File: src/rtl/core/ufhb_pkg.sv
// Shared types, constants and checksum helpers for the UDP frame header builder.
// No dependencies; imported by every module under rtl/core.
package ufhb_pkg;

	// Register indexes of the configuration port
	localparam logic [1:0] REG_SOURCE_MAC = 2'd0;
	localparam logic [1:0] REG_DEST_MAC   = 2'd1;

	localparam logic [16:0] MAX_PAYLOAD = 17'd65507;

	localparam logic [15:0] ETH_TYPE_IPV4 = 16'h0800;
	localparam logic [15:0] ETH_TYPE_IPV6 = 16'h86DD;
	localparam logic [15:0] IPV4_VER_IHL  = 16'h4500;
	localparam logic [15:0] IPV4_FLAG_DF  = 16'h4000;
	localparam logic [7:0]  IP_TTL        = 8'd64;
	localparam logic [7:0]  IP_PROTO_UDP  = 8'd17;
	// Top half of the IPv6 first word: version 6, class 0, flow label bits 19:16 = 3
	localparam logic [15:0] IPV6_FIRST_HI = 16'h6003;
	// Constant words of the IPv4 header checksum: ver/ihl + DF + TTL/proto
	localparam logic [15:0] IPV4_CSUM_FIX = 16'hC511;
	localparam logic [16:0] UDP_HDR_LEN   = 17'd8;
	localparam logic [16:0] IPV4_UDP_LEN  = 17'd28;
	localparam logic [16:0] FRAME_OVH_V4  = 17'd42;
	localparam logic [16:0] FRAME_OVH_V6  = 17'd62;

	localparam logic [2:0] LAST_WORD_V4  = 3'd5;
	localparam logic [2:0] LAST_WORD_V6  = 3'd7;
	localparam logic [3:0] TAIL_BYTES_V4 = 4'd2;
	localparam logic [3:0] TAIL_BYTES_V6 = 4'd6;
	localparam logic [3:0] FULL_BYTES    = 4'd8;

	// Header request handed from the accumulator to the header builder
	typedef struct packed {
		logic        is_ipv6;
		logic [63:0] src_addr_high;
		logic [63:0] src_addr_low;
		logic [63:0] dst_addr_high;
		logic [63:0] dst_addr_low;
		logic [15:0] src_port;
		logic [15:0] dst_port;
		logic [15:0] csum;      // folded payload sum
		logic [16:0] count;     // payload bytes, saturated
		logic        over;
		logic [20:0] addr_sum;  // IPv6 pseudo-header lanes, ports and protocol
	} hdr_req_t;

	// Sum of the four 16-bit lanes of a word
	function automatic logic [17:0] lanes(input logic [63:0] w);
		lanes = {2'b00, w[63:48]} + {2'b00, w[47:32]} + {2'b00, w[31:16]}
			+ {2'b00, w[15:0]};
	endfunction

	// End-around carry fold; two passes suffice for sums below 2**24
	function automatic logic [15:0] fold16(input logic [23:0] s);
		logic [16:0] f1;
		logic [16:0] f2;
		f1 = {1'b0, s[15:0]} + {9'b0, s[23:16]};
		f2 = {1'b0, f1[15:0]} + {16'b0, f1[16]};
		fold16 = f2[15:0];
	endfunction

endpackage

File: src/rtl/core/ufhb_accum.sv
// Input register, payload checksum and byte count accumulator.
// Hands one header request per packet to ufhb_hdr; depends on ufhb_pkg.
module ufhb_accum import ufhb_pkg::*; (
	input  logic        clk,
	input  logic        arst_n,
	input  logic        in_valid,
	output logic        in_ready,
	input  logic        in_ipv6,
	input  logic [63:0] in_src_hi,
	input  logic [63:0] in_src_lo,
	input  logic [63:0] in_dst_hi,
	input  logic [63:0] in_dst_lo,
	input  logic [15:0] in_src_port,
	input  logic [15:0] in_dst_port,
	input  logic [63:0] in_word,
	input  logic [3:0]  in_bytes,
	input  logic        in_last,
	output logic        req_valid,
	input  logic        req_ready,
	output hdr_req_t    req
);

	logic        vld_s1;
	logic        ipv6_s1;
	logic [63:0] src_hi_s1, src_lo_s1, dst_hi_s1, dst_lo_s1;
	logic [15:0] src_port_s1, dst_port_s1;
	logic [63:0] word_s1;
	logic [3:0]  bytes_s1;
	logic        last_s1;

	logic [15:0] csum_q;
	logic [16:0] count_q;
	logic        over_q;

	logic        req_vld_s2;
	hdr_req_t    req_s2;

	logic        adv_s1;
	logic [3:0]  nbytes;
	logic [63:0] word_m;
	logic [18:0] csum_sum;
	logic [15:0] csum_nxt;
	logic [16:0] total;
	logic [16:0] count_nxt;
	logic        over_nxt;
	logic [20:0] addr_sum;

	// A last item waits only while the request register is full
	assign adv_s1   = vld_s1 && (!last_s1 || !req_vld_s2 || req_ready);
	assign in_ready = !vld_s1 || adv_s1;

	always_comb begin
		nbytes = (bytes_s1 > FULL_BYTES) ? FULL_BYTES : bytes_s1;
		for (int i = 0; i < 8; i++) begin
			word_m[63 - 8*i -: 8] = (4'(i) < nbytes) ? word_s1[63 - 8*i -: 8] : 8'h00;
		end
		csum_sum  = {3'b000, csum_q} + {1'b0, lanes(word_m)};
		csum_nxt  = fold16({5'b00000, csum_sum});
		total     = count_q + {13'b0, nbytes};
		over_nxt  = over_q || (total > MAX_PAYLOAD);
		count_nxt = (total > MAX_PAYLOAD) ? MAX_PAYLOAD : total;
		addr_sum  = {3'b000, lanes(src_hi_s1)} + {3'b000, lanes(src_lo_s1)}
			+ {3'b000, lanes(dst_hi_s1)} + {3'b000, lanes(dst_lo_s1)}
			+ {5'b0, src_port_s1} + {5'b0, dst_port_s1} + {13'b0, IP_PROTO_UDP};
	end

	always_ff @(posedge clk or negedge arst_n) begin
		if (!arst_n) begin
			vld_s1 <= 1'b0;
		end else if (in_ready) begin
			vld_s1 <= in_valid;
		end
	end

	always_ff @(posedge clk) begin
		if (in_valid && in_ready) begin
			ipv6_s1     <= in_ipv6;
			src_hi_s1   <= in_src_hi;
			src_lo_s1   <= in_src_lo;
			dst_hi_s1   <= in_dst_hi;
			dst_lo_s1   <= in_dst_lo;
			src_port_s1 <= in_src_port;
			dst_port_s1 <= in_dst_port;
			word_s1     <= in_word;
			bytes_s1    <= in_bytes;
			last_s1     <= in_last;
		end
	end

	// Running sums; clear once the last item has been folded in
	always_ff @(posedge clk or negedge arst_n) begin
		if (!arst_n) begin
			csum_q  <= '0;
			count_q <= '0;
			over_q  <= 1'b0;
		end else if (adv_s1) begin
			if (last_s1) begin
				csum_q  <= '0;
				count_q <= '0;
				over_q  <= 1'b0;
			end else begin
				csum_q  <= csum_nxt;
				count_q <= count_nxt;
				over_q  <= over_nxt;
			end
		end
	end

	always_ff @(posedge clk or negedge arst_n) begin
		if (!arst_n) begin
			req_vld_s2 <= 1'b0;
		end else if (adv_s1 && last_s1) begin
			req_vld_s2 <= 1'b1;
		end else if (req_ready) begin
			req_vld_s2 <= 1'b0;
		end
	end

	always_ff @(posedge clk) begin
		if (adv_s1 && last_s1) begin
			req_s2.is_ipv6       <= ipv6_s1;
			req_s2.src_addr_high <= src_hi_s1;
			req_s2.src_addr_low  <= src_lo_s1;
			req_s2.dst_addr_high <= dst_hi_s1;
			req_s2.dst_addr_low  <= dst_lo_s1;
			req_s2.src_port      <= src_port_s1;
			req_s2.dst_port      <= dst_port_s1;
			req_s2.csum          <= csum_nxt;
			req_s2.count         <= count_nxt;
			req_s2.over          <= over_nxt;
			req_s2.addr_sum      <= addr_sum;
		end
	end

	assign req_valid = req_vld_s2;
	assign req       = req_s2;

endmodule

File: src/rtl/core/ufhb_hdr.sv
// Header checksum, header word assembly into the frame register, and word output.
// Takes one request from ufhb_accum per packet; depends on ufhb_pkg.
module ufhb_hdr import ufhb_pkg::*; (
	input  logic        clk,
	input  logic        arst_n,
	input  logic [47:0] source_mac,
	input  logic [47:0] dest_mac,
	input  logic        req_valid,
	output logic        req_ready,
	input  hdr_req_t    req,
	output logic        out_valid,
	input  logic        out_ready,
	output logic [63:0] out_word,
	output logic [3:0]  out_bytes,
	output logic        out_last,
	output logic [16:0] out_frame_len,
	output logic        out_over
);

	logic [63:0] frame_q [8];
	logic        busy_q;
	logic [2:0]  idx_q;
	logic        v6_q;
	logic [16:0] flen_q;
	logic        over_q;

	logic        take;
	logic        done;
	logic [15:0] udp_len;
	logic [15:0] tot_len;
	logic [31:0] s4, d4;
	logic [23:0] sum4, sum6;
	logic [15:0] check4, check6;
	logic [15:0] swp;
	logic [63:0] words [8];
	logic [2:0]  last_idx;

	assign last_idx  = v6_q ? LAST_WORD_V6 : LAST_WORD_V4;
	assign out_valid = busy_q;
	assign out_last  = (idx_q == last_idx);
	assign done      = busy_q && out_ready && out_last;
	assign req_ready = !busy_q || done;
	assign take      = req_valid && req_ready;

	always_comb begin
		udp_len = 16'(req.count + UDP_HDR_LEN);
		tot_len = 16'(req.count + IPV4_UDP_LEN);
		s4      = req.src_addr_low[31:0];
		d4      = req.dst_addr_low[31:0];
		swp     = {req.src_port[7:0], req.src_port[15:8]};

		sum4 = {8'b0, IPV4_CSUM_FIX} + {8'b0, tot_len} + {8'b0, s4[31:16]}
			+ {8'b0, s4[15:0]} + {8'b0, d4[31:16]} + {8'b0, d4[15:0]};
		check4 = ~fold16(sum4);

		sum6 = {8'b0, req.csum} + {3'b000, req.addr_sum} + {7'b0, udp_len, 1'b0};
		check6 = ~fold16(sum6);
		if (check6 == 16'h0000) begin
			check6 = 16'hFFFF;
		end

		words[0] = {dest_mac, source_mac[47:32]};
		if (req.is_ipv6) begin
			words[1] = {source_mac[31:0], ETH_TYPE_IPV6, IPV6_FIRST_HI};
			words[2] = {swp, udp_len, IP_PROTO_UDP, IP_TTL, req.src_addr_high[63:48]};
			words[3] = {req.src_addr_high[47:0], req.src_addr_low[63:48]};
			words[4] = {req.src_addr_low[47:0], req.dst_addr_high[63:48]};
			words[5] = {req.dst_addr_high[47:0], req.dst_addr_low[63:48]};
			words[6] = {req.dst_addr_low[47:0], req.src_port};
			words[7] = {req.dst_port, udp_len, check6, 16'h0000};
		end else begin
			words[1] = {source_mac[31:0], ETH_TYPE_IPV4, IPV4_VER_IHL};
			words[2] = {tot_len, 16'h0000, IPV4_FLAG_DF, IP_TTL, IP_PROTO_UDP};
			words[3] = {check4, s4, d4[31:16]};
			words[4] = {d4[15:0], req.src_port, req.dst_port, udp_len};
			// UDP checksum is not used over IPv4
			words[5] = 64'h0;
			words[6] = 64'h0;
			words[7] = 64'h0;
		end
	end

	always_ff @(posedge clk or negedge arst_n) begin
		if (!arst_n) begin
			busy_q <= 1'b0;
			idx_q  <= '0;
		end else if (take) begin
			busy_q <= 1'b1;
			idx_q  <= '0;
		end else if (done) begin
			busy_q <= 1'b0;
		end else if (busy_q && out_ready) begin
			idx_q <= idx_q + 3'd1;
		end
	end

	always_ff @(posedge clk) begin
		if (take) begin
			for (int k = 0; k < 8; k++) begin
				frame_q[k] <= words[k];
			end
			v6_q   <= req.is_ipv6;
			flen_q <= req.count + (req.is_ipv6 ? FRAME_OVH_V6 : FRAME_OVH_V4);
			over_q <= req.over;
		end
	end

	assign out_word      = frame_q[idx_q];
	assign out_bytes     = !out_last ? FULL_BYTES : (v6_q ? TAIL_BYTES_V6 : TAIL_BYTES_V4);
	assign out_frame_len = flen_q;
	assign out_over      = over_q;

endmodule

File: src/rtl/core/udp_frame_header_builder.sv
// Top level of the UDP frame header builder: MAC registers, accumulator, header stage.
// Depends on ufhb_pkg, ufhb_accum and ufhb_hdr.
//
//  channel | direction | tdata (low bit up)                                   | tuser    | tlast
//  s_*     | in        | src_addr_high, src_addr_low, dst_addr_high,          | is_ipv6  | last
//          |           | dst_addr_low, src_port, dst_port, data_word,          |          |
//          |           | data_bytes                                            |          |
//  m_*     | out       | header_word, word_bytes, frame_len                    | oversize | header_last
//  cfg_*   | in        | cfg_idx selects source_mac (0) or dest_mac (1)        | -        | -
//
// Payload items are taken one per cycle. After the transaction of its last item, a packet's
// header passes the input register and the request register into the frame register; the
// packet yields 6 (IPv4) or 8 (IPv6) output words, one per cycle while m_tready is high, and
// the single frame register sets that rate. A last item stalls only while the previous header
// is still being sent and the request register is full.
// Reset clears the running sums and the MAC registers; no clearing pass.
module udp_frame_header_builder import ufhb_pkg::*; (
	input  logic         clk,
	input  logic         arst_n,
	input  logic         s_tvalid,
	output logic         s_tready,
	input  logic [359:0] s_tdata,   // src_addr_high, src_addr_low, dst_addr_high,
	                                // dst_addr_low, src_port, dst_port, data_word,
	                                // data_bytes, zero pad
	input  logic         s_tuser,   // is_ipv6
	input  logic         s_tlast,
	output logic         m_tvalid,
	input  logic         m_tready,
	output logic [87:0]  m_tdata,   // header_word, word_bytes, frame_len, zero pad
	output logic         m_tuser,   // oversize
	output logic         m_tlast,
	input  logic         cfg_we,
	input  logic [1:0]   cfg_idx,
	input  logic [47:0]  cfg_wdata
);

	logic [47:0] source_mac_q;
	logic [47:0] dest_mac_q;
	logic        req_valid;
	logic        req_ready;
	hdr_req_t    req;
	logic [63:0] hdr_word;
	logic [3:0]  hdr_bytes;
	logic [16:0] hdr_flen;

	always_ff @(posedge clk or negedge arst_n) begin
		if (!arst_n) begin
			source_mac_q <= '0;
			dest_mac_q   <= '0;
		end else if (cfg_we) begin
			case (cfg_idx)
				REG_SOURCE_MAC: source_mac_q <= cfg_wdata;
				REG_DEST_MAC:   dest_mac_q   <= cfg_wdata;
				default: ;
			endcase
		end
	end

	ufhb_accum u_accum (
		.clk         (clk),
		.arst_n      (arst_n),
		.in_valid    (s_tvalid),
		.in_ready    (s_tready),
		.in_ipv6     (s_tuser),
		.in_src_hi   (s_tdata[63:0]),
		.in_src_lo   (s_tdata[127:64]),
		.in_dst_hi   (s_tdata[191:128]),
		.in_dst_lo   (s_tdata[255:192]),
		.in_src_port (s_tdata[271:256]),
		.in_dst_port (s_tdata[287:272]),
		.in_word     (s_tdata[351:288]),
		.in_bytes    (s_tdata[355:352]),
		.in_last     (s_tlast),
		.req_valid   (req_valid),
		.req_ready   (req_ready),
		.req         (req)
	);

	ufhb_hdr u_hdr (
		.clk           (clk),
		.arst_n        (arst_n),
		.source_mac    (source_mac_q),
		.dest_mac      (dest_mac_q),
		.req_valid     (req_valid),
		.req_ready     (req_ready),
		.req           (req),
		.out_valid     (m_tvalid),
		.out_ready     (m_tready),
		.out_word      (hdr_word),
		.out_bytes     (hdr_bytes),
		.out_last      (m_tlast),
		.out_frame_len (hdr_flen),
		.out_over      (m_tuser)
	);

	assign m_tdata = {3'b000, hdr_flen, hdr_bytes, hdr_word};

`ifndef SYNTHESIS
	a_tail_bytes: assert property (@(posedge clk) disable iff (!arst_n)
		m_tvalid && m_tlast |-> m_tdata[67:64] == TAIL_BYTES_V4
			|| m_tdata[67:64] == TAIL_BYTES_V6)
		else $error("final header word has a bad byte count");

	a_full_bytes: assert property (@(posedge clk) disable iff (!arst_n)
		m_tvalid && !m_tlast |-> m_tdata[67:64] == FULL_BYTES)
		else $error("inner header word is not full");

	a_len_in_run: assert property (@(posedge clk) disable iff (!arst_n)
		m_tvalid && m_tready && !m_tlast |=> m_tvalid
			&& m_tdata[84:68] == $past(m_tdata[84:68]))
		else $error("frame length changed inside a header run");

	a_over_len: assert property (@(posedge clk) disable iff (!arst_n)
		m_tvalid && m_tuser |-> m_tdata[84:68] == MAX_PAYLOAD + FRAME_OVH_V4
			|| m_tdata[84:68] == MAX_PAYLOAD + FRAME_OVH_V6)
		else $error("oversize frame without a saturated length");
`endif

endmodule
File: config.mk
export PLATFORM = sky130hd
export DESIGN_NAME = udp_frame_header_builder
export DESIGN_NICKNAME = d
export VERILOG_FILES = /design/src/rtl/core/ufhb_pkg.sv /design/src/rtl/core/ufhb_accum.sv /design/src/rtl/core/ufhb_hdr.sv /design/src/rtl/core/udp_frame_header_builder.sv
export SDC_FILE = /design/constraint.sdc
export NUM_CORES = 2
export LEC_CHECK = 0
export BUFFER_PORTS_ARGS = -buffer_cell sky130_fd_sc_hd__buf_4
export CORE_AREA = 2 2 294 369
export DETAILED_ROUTE_END_ITERATION = 8
export DIE_AREA = 0 0 296 371
export HOLD_SLACK_MARGIN = 0.08
export PLACE_DENSITY = 0.85
export SLEW_MARGIN = 10
export SYNTH_ARGS = -nofsm -noshare
export SYNTH_HDL_FRONTEND = slang
export SYNTH_HIERARCHICAL = 1
export SYNTH_SLANG_ARGS = --single-unit
File: constraint.sdc
create_clock -name clk -period 17.3 [get_ports clk]
set_input_delay 3.46 -clock clk [delete_from_list [all_inputs] [get_ports clk]]
set_output_delay 3.46 -clock clk [all_outputs]
set_load 0.005 [all_outputs]
[After elaboration in Yosys (flattened, before gate mapping)]
Memory sizes are Yosys's and may differ from the RTL's.
Cells that the tools add are included.
W data, S select, Z words.
Word-level totals
  input bits: 417
  memory bits (writable): 512
  word-level logic and storage cells: 140
  memories kept: 1
  output and inout bits: 92
  bits in registers: 857
Memory list
  u_hdr.frame_q: depth 8, width 64, rd ports 1, clocked after memory_dff 0, write ports 8, line ufhb_hdr.sv:20  | logic [63:0] frame_q [8];
Cells by class
  reductions and logical operators: 23
  bitwise gates (word level): 2
  equality and inequality tests: 3
  magnitude comparators: 10
  mux-type cells: 28
  add/sub/neg operators: 40
Operators with widths (count)
  $mux W416: 1
  $add A18 B16 Y18: 10
  $add A24 B16 Y24: 4
  $add A16 B16 Y17: 5
  $mux W8: 8
  $add A16 B1 Y16: 3
  $add A21 B16 Y21: 2
  $add A21 B18 Y21: 2
  $add A16 B8 Y17: 2
  $mux W17: 2
  $mux W16: 2
  $not A16 Y16: 2
  $add A24 B17 Y24: 1
  $add A16 B21 Y22: 1
  $add A21 B5 Y21 const B: 1
  $add A16 B18 Y19: 1
  $add A18 B18 Y19: 1
  $add A16 B16 Y17 const A: 1
  $add A16 B3 Y17: 1
  $add A17 B4 Y17: 1
  $add A17 B6 Y17: 1
  $gt A17 B16 Y1 const B: 1
  $add A16 B4 Y16 const B: 1
  $add A16 B5 Y16 const B: 1
  20 further kinds: 51

[Depth between registers and ports, before layout]
  depth after elaboration: 11
  gate-level depth with buffers: 38
  depth with buffers taken out: 37

[Cells and area by module]
The synthesis kept the hierarchy.
Modules (own cells, without submodules)
  ufhb_accum: area each 33848.7 um^2, cells each 2048, instances 1
  ufhb_hdr: area each 25725.9 um^2, cells each 1922, instances 1
  udp_frame_header_builder: area each 3714.8 um^2, cells each 208, instances 1

[Worst setup path before layout]
Ideal clock, no wire load.
  path kind: input to register
  from: input port m_tready
  to: memory u_hdr.frame_q[0][0], enable pin
  stages: 3
  setup time: 0.875 ns
  setup slack: 2.594 ns
  arrival time: 13.831 ns
  path buffers: 0
  cell sequence: nand2_1 nand2_1 and2_1
RTL lines
  from (decl): line udp_frame_header_builder.sv:28  | input logic m_tready,
  to (decl): line ufhb_hdr.sv:20

==> results by group <==
Status
  • Outcome: complete, no violations

GRT
  • Gr usage total: 0.3200
  • First-pass GRT wire length: 250000 µm
  • GRT overflow: 0
  • Largest net degree at the start of global routing: 194
  • Vias in the first global route: 38610
  • Initial antenna violation count: 13

Timing
  • Relative slew slack: 0.2280
  • Peak Freq: 87.73 MHz
  • Slew Limit Fails: 0
  • Minimum clock period: 11400 ps
  • Clock Skews: 41.04 ps
  • Setup violators final: 0
  • Period utilization: 0.6589
  • Final hold viol count: 0
  • RSZ-0062 raised after global routing: no
  • Worst slew pin tran: 1158 ps
  • Setup Total Neg Slack: 0 ps
  • Final setup margin: 5902 ps

Detailed routing
  • Vias per Instance: 6.069
  • DR iter-0 viols: 5220
  • WL/cell: 27.68 µm
  • First-pass DRT Iterations: 5
  • Post-route ant nets: 0
  • DRT Wirelength: 172700 µm
  • Vias: 37880
  • Residual DRC: 0

Synthesis
  • Yosys warning count: 6
  • FFs w/ async S/R, synth: 0.1054
  • Distinct cell type count after synthesis: 112
  • Seq/Total Area, Yosys: 0.6013
  • Synth Flop Type: edfxtp_1
  • Synth Cell Area: 63290 µm²
  • Yosys reg bits: 1290
  • Post-Syn Instances: 4178
  • EDFF count, synth: 1154
  • Syn avg cell area: 15.15 µm²

Job
  • Max Cap Viol: 0

CTS
  • TritonCTS buffer count: 118
  • Post-CTS Resized: 0
  • Hold buffer count at CTS: 0
  • Clk sink count: 1290
  • H-tree level count: 3
  • CTS tree: done
  • CTS Root Cell: clkbuf_16
  • Clock slew at reported path FFs: 70 ps
  • Setup bufs post-CTS: 0
  • Max Root-Sink Buffers: 3
  • Worst-skew pair later-pin latency: 760 ps

Placement
  • I/O Buffers: 500
  • Pre-CTS WS: 6319 ps
  • GP Congestion: 0.9480
  • HPWL after detailed placement: 126900 µm

Final layout
  • Util after Layout: 0.6828
  • Final nets: 5623
  • Fillers: 6737
  • Layout cells sized above 1: 0.2320
  • Area Growth Syn to Fin: 14.68%

Setup path
  • Max incr delay on CP: 850 ps
  • CP startpoint: u_accum/req[24]
  • RR Endpoint: u_hdr/frame_q[3][56]
  • Data arrival time of the critical path: 11850 ps
  • Critical path capture point type: flop
  • Worst r2r src: u_accum/req[24]
  • Worst-path fanout max: 9
  • Setup CP Type: flop to flop
  • Reg2reg setup slack: 5900 ps
  • CP startpoint kind: flop
  • WP data required: 17760 ps
  • CP max stage cell: o21ai_0
  • R2R cell count: 35

Die
  • Core ar.: 106300 µm²
  • Die area: 109800 µm²
  • FP Rows: 134
  • I/O pin total: 509
  • Die X: 296 µm
  • DIE HEIGHT: 371 µm
  • Initial Util: 0.5954

Worst hold path
  • Hold path startpoint: u_accum/req[21]
  • Worst Hold Endpoint: u_hdr/out_over
  • Worst hold path class: flop to flop
  • Hold Path Cell Cnt: 0
logic make-up (layout without fill, tap and decap cells):
logic type / after synthesis / after routing / share of synthesized area
flops: 1290 / 1290 / 0.6013
simple gates: 757 / 757 / 0.06431
buf+inv: 656 / 1282 / 0.04035
fa+ha+maj: 501 / 501 / 0.1432
compound gates: 451 / 451 / 0.04887
mux: 348 / 348 / 0.07732
xor+xnor: 172 / 172 / 0.02449
other cells: 3 / 12 / 0.0001779
cell usage in the layout (no fill, tap or decap), types with 10 or more instances in the layout:
cell type / synthesis / layout
a21oi_1: 113 / 113
a211oi_1: 16 / 16
clkinv_1: 0 / 16
clkbuf_16: 0 / 118
mux2_4: 20 / 20
mux2_2: 224 / 224
nand4_1: 14 / 14
clkinv_2: 0 / 21
fa_1: 372 / 372
and2_1: 176 / 174
mux4_2: 82 / 82
inv_1: 529 / 528
buf_4: 8 / 527
dfrtp_1: 136 / 133
nor2_1: 143 / 142
a22o_1: 15 / 15
a21o_1: 25 / 25
nor3_1: 26 / 26
o21ai_0: 99 / 99
nand2_1: 169 / 169
a31oi_1: 12 / 11
o211ai_1: 10 / 10
o21ai_2: 10 / 10
nor2b_1: 57 / 57
a221oi_1: 22 / 22
clkbuf_1: 91 / 22
nand2b_1: 26 / 26
bufinv_16: 0 / 14
mux2i_1: 19 / 19
xnor2_1: 114 / 114
edfxtp_1: 1154 / 1154
and3_1: 21 / 21
o21a_1: 22 / 22
ha_1: 129 / 129
nand3_1: 46 / 46
xor2_1: 54 / 54
cells in the mapped netlist (25+ instances only):
library cell / n / area, µm²
edfxtp_1: 1154 / 34650
inv_1: 529 / 1986
fa_1: 372 / 7447
mux2_2: 224 / 2522
and2_1: 176 / 1101
nand2_1: 169 / 634.4
nor2_1: 143 / 536.8
dfrtp_1: 136 / 3403
ha_1: 129 / 1614
xnor2_1: 114 / 998.5
a21oi_1: 113 / 565.5
o21ai_0: 99 / 495.5
clkbuf_1: 91 / 341.6
mux4_2: 82 / 1847
nor2b_1: 57 / 356.6
xor2_1: 54 / 473.0
nand3_1: 46 / 230.2
nand2b_1: 26 / 162.7
nor3_1: 26 / 130.1
a21o_1: 25 / 187.7
per-stage QoR:
step                      cells  hold WS [ps]  area [µm²]
final                      6241         434.9       72580
after global routing       6239         444.2       72570
after CTS                  6234         433.9       72560
after detailed placement   6013         428.9       68590
after global placement     6013         407.0       68590
after floorplan            4180         400.3       63300
per-layer routing:
layer,GRT usage,vias to the layer above,wire length (µm)
li1,-,15820,-
met1,0.4281,18990,60550
met2,0.4975,2595,81030
met3,0.06286,462,19890
met4,0.1778,6,11230
met5,0,-,35
worst max-delay path: cells and delay by family, from the launching register on:
family,cells,cell delay [ps]
XOR/XNOR,3,1030
flip-flops,1,500
buffers and inverters,4,700
AND/OR/NAND/NOR,7,2290
AO/OA/AOI/OAI,13,3620
adder cells (fa/ha/maj),8,2940
worst max-delay path by stage:
stage,endpoint,slack [ps],cells past startpoint
detailed placement,u_hdr/frame_q[3][56],6320,35
global route,u_hdr/frame_q[3][56],5620,35
global placement,u_hdr/frame_q[3][56],6460,35
finish,u_hdr/frame_q[3][56],5900,35
floorplan,u_hdr/frame_q[0][0],2590,3
CTS,u_hdr/frame_q[3][56],6240,35
final cells by class:
| class | count | area (µm²) | share of cell area |
|---|---|---|---|
| Antenna cell | 7 | 17.52 | 0.0002413 |
| Multi-Input combinational cell | 2234 | 22720 | 0.3130 |
| Timing Repair Buffer | 531 | 4028 | 0.05549 |
| Sequential cell | 1290 | 38070 | 0.5245 |
| Tap cell | 1428 | 1787 | 0.02462 |
| Inverter | 530 | 1997 | 0.02751 |
| Clock inverter | 75 | 849.6 | 0.01171 |
| Clock buffer | 146 | 3118 | 0.04296 |
flip-flops by register name (all words and copies together) (netlist names), 3 cells and up:
signal	count
dest_mac_q	48
source_mac_q	48
u_accum/bytes_s1	4
u_accum/count_q	17
u_accum/csum_q	16
u_accum/dst_hi_s1	64
u_accum/dst_lo_s1	64
u_accum/dst_port_s1	16
u_accum/req	344
u_accum/src_hi_s1	64
u_accum/src_lo_s1	64
u_accum/src_port_s1	16
u_accum/word_s1	64
u_hdr/frame_q	434
u_hdr/idx_q	3
u_hdr/out_frame_len	17
Power is not shown: default switching activity piles up to over one toggle a cycle in this logic, so the estimate is an artifact.
